===== src/page_frame_replacement_defines.svh =====
// assertion macros shared by the page frame replacement sources
`ifndef PAGE_FRAME_REPLACEMENT_DEFINES_SVH
`define PAGE_FRAME_REPLACEMENT_DEFINES_SVH

// checked on every clock edge outside reset
`define PFR_ASSERT(lbl, prop, msg) \
  lbl: assert property (@(posedge clk_i) disable iff (!rst_ni) prop) else $error(msg);

// checked on every clock edge, reset included
`define PFR_ASSERT_ALWAYS(lbl, prop, msg) \
  lbl: assert property (@(posedge clk_i) prop) else $error(msg);

`endif


===== src/pfr_pkg.sv =====
// shared widths and hand-off records of the page frame replacement cells
package pfr_pkg;

  // frame index field, wide enough for the largest frame count supported
  localparam int unsigned IDX_W  = 6;
  // active frame count and fill pointer, as wide as the frame count register
  localparam int unsigned CNT_W  = 4;
  // recency rank, never above the active frame count minus one
  localparam int unsigned RANK_W = 4;

  // record that travels down the chain with one reference
  typedef struct packed {
    logic              valid;
    logic              hit;
    logic [IDX_W-1:0]  hit_idx;
    logic [RANK_W-1:0] hit_rank;
    logic              empty_found;
    logic [IDX_W-1:0]  empty_idx;
    logic [RANK_W-1:0] min_rank;
    logic [IDX_W-1:0]  min_idx;
    logic              vic_valid;
    logic [CNT_W-1:0]  cnt;
  } scan_t;

  // settings seen by every cell
  typedef struct packed {
    logic             lru;
    logic [CNT_W-1:0] act_n;
    logic [CNT_W-1:0] fifo_ptr;
  } ctl_t;

  // update broadcast to all cells when a reference commits
  typedef struct packed {
    logic              write;
    logic              touch;
    logic              dec;
    logic [IDX_W-1:0]  slot;
    logic [RANK_W-1:0] thr;
    logic [RANK_W-1:0] new_rank;
  } upd_t;

endpackage


===== src/page_frame_replacement.sv =====
// page frame replacement unit: lru and fifo policies over a chain of frame cells
//
// usage
//   s_axis carries one page reference per transaction (tdata = page_id).
//   m_axis returns one result per reference: tuser bit 0 hit, bit 1 evicted_valid;
//   tdata holds slot and the evicted page (zero when nothing was replaced).
//   the cfg channel writes register 0 (policy_mode) and 1 (frames_in_use);
//   cfg_ready_o is always high, writes are meant for an idle unit.
// flow
//   a reference enters cell 0 in its accept cycle and moves one cell per clock;
//   the record leaving the last cell is registered for the decide step, which
//   commits the update and loads the output register. s_axis_tready is high
//   only in idle, so the next reference waits until that commit.
// reset
//   all frames empty, ranks zero, fill pointer zero, lru policy, 8 frames.
// stalls
//   a result waiting on m_axis does not block the next reference; only when
//   the next scan ends with the output register still full does the unit wait
//   in the commit step until m_axis_tready frees it.
`include "page_frame_replacement_defines.svh"

module page_frame_replacement #(
  parameter int unsigned FRAMES    = 8,
  parameter int unsigned PAGE_BITS = 16
) (
  input  logic                                 clk_i,
  input  logic                                 rst_ni,
  // reference in
  input  logic                                 s_axis_tvalid,
  output logic                                 s_axis_tready,
  input  logic [((PAGE_BITS + 7) / 8) * 8-1:0] s_axis_tdata,  // page_id
  // result out
  output logic                                 m_axis_tvalid,
  input  logic                                 m_axis_tready,
  output logic [23:0]                          m_axis_tdata,  // slot, evicted_page
  output logic [1:0]                           m_axis_tuser,  // hit, evicted_valid
  // register writes
  input  logic                                 cfg_valid_i,
  output logic                                 cfg_ready_o,
  input  logic                                 cfg_index_i,
  input  logic [3:0]                           cfg_data_i
);
  import pfr_pkg::*;

  localparam logic CfgPolicy = 1'b0;
  localparam logic CfgFrames = 1'b1;

  typedef enum logic [1:0] {
    ST_IDLE,
    ST_SCAN,
    ST_DECIDE
  } state_e;

  state_e               state_q;
  logic                 policy_q;
  logic [CNT_W-1:0]     frames_q;
  logic [CNT_W-1:0]     fill_q, fill_d;
  logic [CNT_W-1:0]     n_eff;
  logic [CNT_W-1:0]     fifo_p;
  ctl_t                 ctl;
  upd_t                 upd, upd_bc;
  logic                 accept;
  logic                 commit;

  // result staging
  scan_t                fin_q;
  logic [PAGE_BITS-1:0] fin_page_q, fin_vic_q;
  logic [IDX_W-1:0]     res_slot;
  logic                 res_ev;
  logic [PAGE_BITS-1:0] res_evp;
  logic [31:0]          evp_ext;

  // output register
  logic                 m_valid_q;
  logic [23:0]          m_data_q;
  logic [1:0]           m_user_q;

  // chain wiring, entry g feeds cell g
  scan_t                chain_scan [FRAMES+1];
  logic [PAGE_BITS-1:0] chain_page [FRAMES+1];
  logic [PAGE_BITS-1:0] chain_vic  [FRAMES+1];
  logic [FRAMES-1:0]    in_flight;

  // active frame count: zero acts as one, clamp to the cells built
  always_comb begin
    if (frames_q == '0) begin
      n_eff = CNT_W'(1);
    end else if (32'(frames_q) > FRAMES) begin
      n_eff = CNT_W'(FRAMES);
    end else begin
      n_eff = frames_q;
    end
  end

  // a pointer left at or beyond the active count restarts at frame zero
  assign fifo_p = (fill_q >= n_eff) ? '0 : fill_q;

  assign ctl = '{lru: policy_q, act_n: n_eff, fifo_ptr: fifo_p};

  assign s_axis_tready = (state_q == ST_IDLE);
  assign accept        = s_axis_tvalid && s_axis_tready;
  assign cfg_ready_o   = 1'b1;

  // launch record for cell 0
  always_comb begin
    chain_scan[0]          = '0;
    chain_scan[0].valid    = accept;
    chain_scan[0].min_rank = '1;
  end
  assign chain_page[0] = s_axis_tdata[PAGE_BITS-1:0];
  assign chain_vic[0]  = '0;

  for (genvar g = 0; g < FRAMES; g++) begin : g_cell
    pfr_cell #(
      .INDEX    (g),
      .PAGE_BITS(PAGE_BITS)
    ) u_cell (
      .clk_i      (clk_i),
      .rst_ni     (rst_ni),
      .ctl_i      (ctl),
      .upd_i      (upd_bc),
      .upd_page_i (fin_page_q),
      .scan_i     (chain_scan[g]),
      .page_i     (chain_page[g]),
      .vic_page_i (chain_vic[g]),
      .scan_o     (chain_scan[g+1]),
      .page_o     (chain_page[g+1]),
      .vic_page_o (chain_vic[g+1])
    );
    assign in_flight[g] = chain_scan[g+1].valid;
  end

  // decide slot, eviction and rank update from the finished scan
  always_comb begin
    upd      = '0;
    res_slot = fin_q.hit_idx;
    res_ev   = 1'b0;
    res_evp  = '0;
    fill_d   = fill_q;
    if (policy_q) begin
      upd.touch = 1'b1;
      if (fin_q.hit) begin
        // hit: ranks above the old one move down, this frame goes on top
        upd.dec      = 1'b1;
        upd.thr      = fin_q.hit_rank;
        upd.new_rank = fin_q.cnt - RANK_W'(1);
      end else if (fin_q.empty_found) begin
        res_slot     = fin_q.empty_idx;
        upd.write    = 1'b1;
        upd.new_rank = fin_q.cnt;
      end else begin
        // all active frames full: replace the least recent one
        res_slot     = fin_q.min_idx;
        upd.write    = 1'b1;
        upd.dec      = 1'b1;
        upd.thr      = fin_q.min_rank;
        upd.new_rank = fin_q.cnt - RANK_W'(1);
        res_ev       = 1'b1;
        res_evp      = fin_vic_q;
      end
    end else if (!fin_q.hit) begin
      res_slot  = IDX_W'(fifo_p);
      upd.write = 1'b1;
      res_ev    = fin_q.vic_valid;
      if (fin_q.vic_valid) begin
        res_evp = fin_vic_q;
      end
      fill_d = ((fifo_p + CNT_W'(1)) >= n_eff) ? '0 : (fifo_p + CNT_W'(1));
    end
    upd.slot = res_slot;
  end

  assign commit  = (state_q == ST_DECIDE) && (!m_valid_q || m_axis_tready);
  assign upd_bc  = commit ? upd : '0;
  assign evp_ext = 32'(res_evp);

  always_ff @(posedge clk_i or negedge rst_ni) begin
    if (!rst_ni) begin
      state_q    <= ST_IDLE;
      policy_q   <= 1'b1;
      frames_q   <= CNT_W'(8);
      fill_q     <= '0;
      fin_q      <= '0;
      fin_page_q <= '0;
      fin_vic_q  <= '0;
      m_valid_q  <= 1'b0;
      m_data_q   <= '0;
      m_user_q   <= '0;
    end else begin
      if (cfg_valid_i) begin
        unique case (cfg_index_i)
          CfgPolicy: policy_q <= cfg_data_i[0];
          CfgFrames: frames_q <= cfg_data_i;
          default:   policy_q <= policy_q;
        endcase
      end
      // a commit in the same cycle reloads the register instead
      if (m_valid_q && m_axis_tready && !commit) begin
        m_valid_q <= 1'b0;
      end
      unique case (state_q)
        ST_IDLE: begin
          if (accept) begin
            state_q <= ST_SCAN;
          end
        end
        ST_SCAN: begin
          if (chain_scan[FRAMES].valid) begin
            fin_q      <= chain_scan[FRAMES];
            fin_page_q <= chain_page[FRAMES];
            fin_vic_q  <= chain_vic[FRAMES];
            state_q    <= ST_DECIDE;
          end
        end
        ST_DECIDE: begin
          if (commit) begin
            m_valid_q <= 1'b1;
            m_data_q  <= {5'd0, evp_ext[15:0], res_slot[2:0]};
            m_user_q  <= {res_ev, fin_q.hit};
            fill_q    <= fill_d;
            state_q   <= ST_IDLE;
          end
        end
        default: state_q <= ST_IDLE;
      endcase
    end
  end

  assign m_axis_tvalid = m_valid_q;
  assign m_axis_tdata  = m_data_q;
  assign m_axis_tuser  = m_user_q;

  // checks
  `PFR_ASSERT(a_one_ref_in_chain, ($countones(in_flight) <= 1), "more than one reference in the chain")
  `PFR_ASSERT(a_scan_end_in_scan, (chain_scan[FRAMES].valid |-> (state_q == ST_SCAN)), "scan ended outside the scan state")
  `PFR_ASSERT(a_fill_in_range, ((commit && !policy_q && !fin_q.hit) |=> (fill_q < n_eff)), "fill pointer out of range")
  `PFR_ASSERT(a_hit_no_evict, (m_axis_tvalid |-> !(m_axis_tuser[0] && m_axis_tuser[1])), "hit reported with an eviction")
  `PFR_ASSERT_ALWAYS(a_chain_clear_in_reset, (!rst_ni |=> (in_flight == '0)), "chain not cleared by reset")

endmodule


===== src/pfr_cell.sv =====
// one page frame: holds page, valid and rank, and forwards the scan record
module pfr_cell #(
  parameter int unsigned INDEX     = 0,
  parameter int unsigned PAGE_BITS = 16
) (
  input  logic                  clk_i,
  input  logic                  rst_ni,
  input  pfr_pkg::ctl_t         ctl_i,
  input  pfr_pkg::upd_t         upd_i,
  input  logic [PAGE_BITS-1:0]  upd_page_i,
  input  pfr_pkg::scan_t        scan_i,
  input  logic [PAGE_BITS-1:0]  page_i,
  input  logic [PAGE_BITS-1:0]  vic_page_i,
  output pfr_pkg::scan_t        scan_o,
  output logic [PAGE_BITS-1:0]  page_o,
  output logic [PAGE_BITS-1:0]  vic_page_o
);
  import pfr_pkg::*;

  localparam logic [IDX_W-1:0] MyIdx = IDX_W'(INDEX);

  logic [PAGE_BITS-1:0] page_q;
  logic                 valid_q;
  logic [RANK_W-1:0]    rank_q;
  logic                 active;
  logic                 mine;
  scan_t                scan_d, scan_q;
  logic [PAGE_BITS-1:0] vic_d, vic_q, fwd_q;

  assign active = (32'(ctl_i.act_n) > INDEX);
  assign mine   = (upd_i.slot == MyIdx);

  always_comb begin
    scan_d = scan_i;
    vic_d  = vic_page_i;
    if (scan_i.valid && active) begin
      if (valid_q && (page_q == page_i) && !scan_i.hit) begin
        scan_d.hit      = 1'b1;
        scan_d.hit_idx  = MyIdx;
        scan_d.hit_rank = rank_q;
      end
      if (!valid_q && !scan_i.empty_found) begin
        scan_d.empty_found = 1'b1;
        scan_d.empty_idx   = MyIdx;
      end
      if (valid_q) begin
        scan_d.cnt = scan_i.cnt + CNT_W'(1);
      end
      if (ctl_i.lru) begin
        // strict compare keeps the lowest index on a tie
        if (rank_q < scan_i.min_rank) begin
          scan_d.min_rank = rank_q;
          scan_d.min_idx  = MyIdx;
          vic_d           = page_q;
        end
      end else if (MyIdx == IDX_W'(ctl_i.fifo_ptr)) begin
        scan_d.vic_valid = valid_q;
        vic_d            = page_q;
      end
    end
  end

  always_ff @(posedge clk_i or negedge rst_ni) begin
    if (!rst_ni) begin
      valid_q <= 1'b0;
      rank_q  <= '0;
      scan_q  <= '0;
    end else begin
      scan_q <= scan_d;
      if (upd_i.write && mine) begin
        valid_q <= 1'b1;
      end
      if (upd_i.touch) begin
        if (mine) begin
          rank_q <= upd_i.new_rank;
        end else if (active && valid_q && upd_i.dec && (rank_q > upd_i.thr)) begin
          rank_q <= rank_q - RANK_W'(1);
        end
      end
    end
  end

  // page contents are only read behind the valid bit
  always_ff @(posedge clk_i) begin
    if (upd_i.write && mine) begin
      page_q <= upd_page_i;
    end
    fwd_q <= page_i;
    vic_q <= vic_d;
  end

  assign scan_o     = scan_q;
  assign page_o     = fwd_q;
  assign vic_page_o = vic_q;

endmodule

===== config.mk =====
export PLATFORM = sky130hd
export DESIGN_NAME = page_frame_replacement
export DESIGN_NICKNAME = d
export VERILOG_FILES = /design/src/pfr_pkg.sv /design/src/page_frame_replacement.sv /design/src/pfr_cell.sv
export VERILOG_INCLUDE_DIRS = /design/src /design/src/src
export SDC_FILE = /design/constraint.sdc
export NUM_CORES = 1
export LEC_CHECK = 0
export ABC_AREA = 1
export BUFFER_PORTS_ARGS = -buffer_cell sky130_fd_sc_hd__buf_2
export CORE_MARGIN = 5
export CORE_UTILIZATION = 45
export CTS_CLUSTER_DIAMETER = 50
export CTS_CLUSTER_SIZE = 24
export DETAILED_ROUTE_END_ITERATION = 6
export GPL_ROUTABILITY_DRIVEN = 1
export HOLD_SLACK_MARGIN = 0.06
export PLACE_DENSITY = 0.63
export SLEW_MARGIN = 5
export SYNTH_ARGS = -nofsm -noshare
export SYNTH_HDL_FRONTEND = slang
export SYNTH_SLANG_ARGS = --single-unit

===== constraint.sdc =====
create_clock -name clk_i -period 7.05 [get_ports clk_i]
set_input_delay 1.41 -clock clk_i [delete_from_list [all_inputs] [get_ports clk_i]]
set_output_delay 1.41 -clock clk_i [all_outputs]
set_load 0.05 [all_outputs]

==> reports/metrics.csv <==
stage,metric,value,unit
cells_and_area,fin_cells,3704,
die,rows,90,
clocking,cts_buffers,61,
global_route,grt-ovfl-total,0,
sta,worst_pin_slew,1203,ps
placement,portBuffers,48,
clocking,cts-root-buf,clkbuf_16,
sta,hold_viol,0,
placement,post-dp-hpwl,46.63,mm
clocking,cts_resized,0,
pwr,p_per_area,370.7,nW/um^2
routing,dr.pass1.iters,6,
pwr,power.share.clock,0.301,
sta,fin_crit_sh,0.5462,
yosys,synth_edf_count,128,
global_route,grt_pass1_wl,100.3,mm
critical_path,critPathArrivalTime,4430,ps
die,initial_core_util,0.4557,
routing,drc,0,
critical_path,path_class,flop to flop,
die,die_w,257.5,um
pwr,p_int,7537,uW
critical_path,required,7630,ps
routing,post_drt_wl_per_cell,17.09,um
yosys,ys_seq_area_frac,0.5999,
placement,place.gp.congestion,0.8997,
routing,ant_nets,0,
pwr,seqPwrFrac,0.486,
yosys,ys_types,60,
sta,final_max_slew_viol_count,0,
sta,setup-tns-final,0,ps
clocking,post_cts_buffers,0,
yosys,syn_area,27550,um^2
sta,fin_skew,26.27,ps
routing,drtIter0Drc,1805,
job,maxCapViolCount,0,
sta,hold_slack,361.4,ps
global_route,grt_max_degree,186,
clocking,clock-sinks,686,
global_route,antenna_found_initial,0,
critical_path,cp_max_fo,21,
global_route,grt_pass1_vias,18290,
outcome,status,"complete, no violations",
cells_and_area,fin_area,30640,um^2
placement,dpl_cell_area,28510,um^2
clocking,holdBufCountCts,0,
global_route,track_usage,0.1879,
sta,fmax,259.7,MHz
placement,dpl.cell_count,3587,
yosys,synthFlopType,dfrtp_1,
yosys,yosysWarnings,0,
placement,dp_slack,2696,ps
sta,setup_slack,3199,ps
die,die-area,66280,um^2
critical_path,cp-start-kind,flop,
cells_and_area,final_net_count,2975,
die,core_area,60470,um^2
yosys,syn_inst,2815,
pwr,p_sw_frac,0.3363,
sta,period_minus_slack,3851,ps
die,die_h,257.5,um
routing,vias_per_cell,5.051,
clocking,htree_levels,2,
clocking,clk_latency,640,ps
die,io_pins,55,
critical_path,crit_path_end_kind,flop,
cells_and_area,drive_above_1_share,0.1044,
clocking,cts_buffer_depth,3,
critical_path,ff2ff_path_depth,12,
yosys,synth-async-reset-ratio,0.4402,
clocking,cts_tree,yes,
yosys,synth-seq-cells,686,
sta,setup_viol,0,
sta,slew_headroom,0.1929,
clocking,path_clk_slew,80,ps
worst_hold_path,hold_depth,0,
pwr,power_switching,3820,uW
yosys,postSynthAreaPerCell,9.788,um^2
pwr,p_leak,0.01462,uW
routing,num_vias,18710,
routing,wirelength,63.29,mm
worst_hold_path,hold_path_class,flop to flop,
pwr,ir_drop,0.2100,mV
pwr,p_comb_frac,0.213,
sta,rsz0062_at_grt,false,
cells_and_area,syn2layout_area_growth,11.19,%
## metrics by stage
step,utilization,power (uW)
after CTS,0.5066,11440
after floorplan,-,7128
after detailed placement,0.4714,8002
after global placement,0.4714,7911
after global routing,0.5066,12030
final,0.5067,11360
## worst max-delay path: stages (launching register included)
cell     delay, ps
dfstp_2        630
inv_2          160
ha_1           350
a21oi_4        320
nand4_1        290
inv_1          240
ha_1           210
nand2_1        540
inv_1          630
nand2_1        120
nand3_1         90
nand3_1         90
nand2_1        100
## layer usage
layer,wire (um),global-route usage
met5,0,0
met4,2153,0.06571
met3,3483,0.02745
met2,28410,0.3000
met1,29240,0.2645
## final cells by class
| class | count | area (um^2) |
|---|---|---|
| clock inverters | 46 | 515.5 |
| diodes | 1 | 2.502 |
| flip-flops and latches | 686 | 16530 |
| inverters | 349 | 1318 |
| clock buffers | 70 | 1612 |
| well taps | 782 | 978.4 |
| multi-input cells | 1717 | 9384 |
| repair buffers | 53 | 300.3 |
| fillers | 5420 | 29830 |
## cells in the final DEF (no fill, tap or decap), drive strengths merged, types with 4 or more instances in the layout
cell type,n
nand2,719
inv,369
dfrtp,300
dfxtp,256
nand3,189
nor2,171
o21ai,157
edfxtp,128
a21oi,82
ha,81
clkbuf,70
xnor2,56
buf,53
xor2,46
mux2,39
nand4,31
nor3,30
o22ai,21
or2,21
clkinv,19
o211ai,10
a31oi,8
nor3b,8
a22o,7
a211oi,7
conb,6
o21bai,5
clkinvlp,5
a21boi,4
nor4,4
## power groups by stage
stage	combinational, uW	clock (uW)	sequential (uW)
after detailed placement	2400	0	5600
after global routing	2730	3680	5620
after floorplan	1690	0	5440
after CTS	2420	3510	5520
final	2420	3420	5520
after global placement	2330	0	5580
## kinds of logic after synthesis
family	synth area share
other	0.0002726
and+or+nand+nor	0.1885
adders and majority gates	0.03678
muxes	0.01594
DFF	0.5999
AOI/OAI and AO/OA	0.06562
xor gates and xnor gates	0.03242
buffers and inverters	0.06058
## flip-flops by register name, summed over array words and instances (netlist names), 2 cells and up
name and flops:
g_cell.u_cell.rank_q 32, g_cell.u_cell.page_q 128, state_q 2, g_cell.u_cell.scan_o 173, fill_q 4, fin_q 24, g_cell.u_cell.valid_q 8, g_cell.u_cell.page_o 128
frames_q 4, g_cell.u_cell.vic_page_o 128, m_axis_tdata 19, fin_vic_q 16, fin_page_q 16, m_axis_tuser 2
## final timing paths
| kind | start | to | slack, ps |
|---|---|---|---|
| worst max-delay path | frames_q[3] | g_cell[1].u_cell.vic_page_o[12] | 3200 |
| worst min-delay path | g_cell[6].u_cell.page_o[5] | g_cell[7].u_cell.page_o[5] | 360 |
| worst max register to register | frames_q[3] | g_cell[1].u_cell.vic_page_o[12] | 3200 |
| worst min register to register | g_cell[6].u_cell.page_o[5] | g_cell[7].u_cell.page_o[5] | 360 |
| max in group asynchronous | rst_ni | g_cell[2].u_cell.rank_q[3] | 4600 |
| min in group asynchronous | rst_ni | fin_q[11] | 820 |
## synth_stat cells (all sizes together) (7+ instances only)
library cell    n  area share
edfxtp        128        0.14
nand3         189       0.035
dfrtp         300        0.27
or2            21      0.0048
xnor2          56       0.018
o211ai         10      0.0027
mux2           39       0.016
o22ai          21      0.0048
a21oi          82       0.017
dfxtp         256        0.19
clkbuf         29      0.0040
nor3           30      0.0056
xor2           46       0.015
inv           347       0.048
nor3b           8      0.0024
ha             81       0.037
a22o            7      0.0022
buf            38      0.0088
o21ai         157       0.029
nand2         719        0.10
nand4          31      0.0084
a211oi          7      0.0021
nor2          171       0.028
a31oi           8      0.0018
Note: power is estimated with default switching activity, not from simulation.
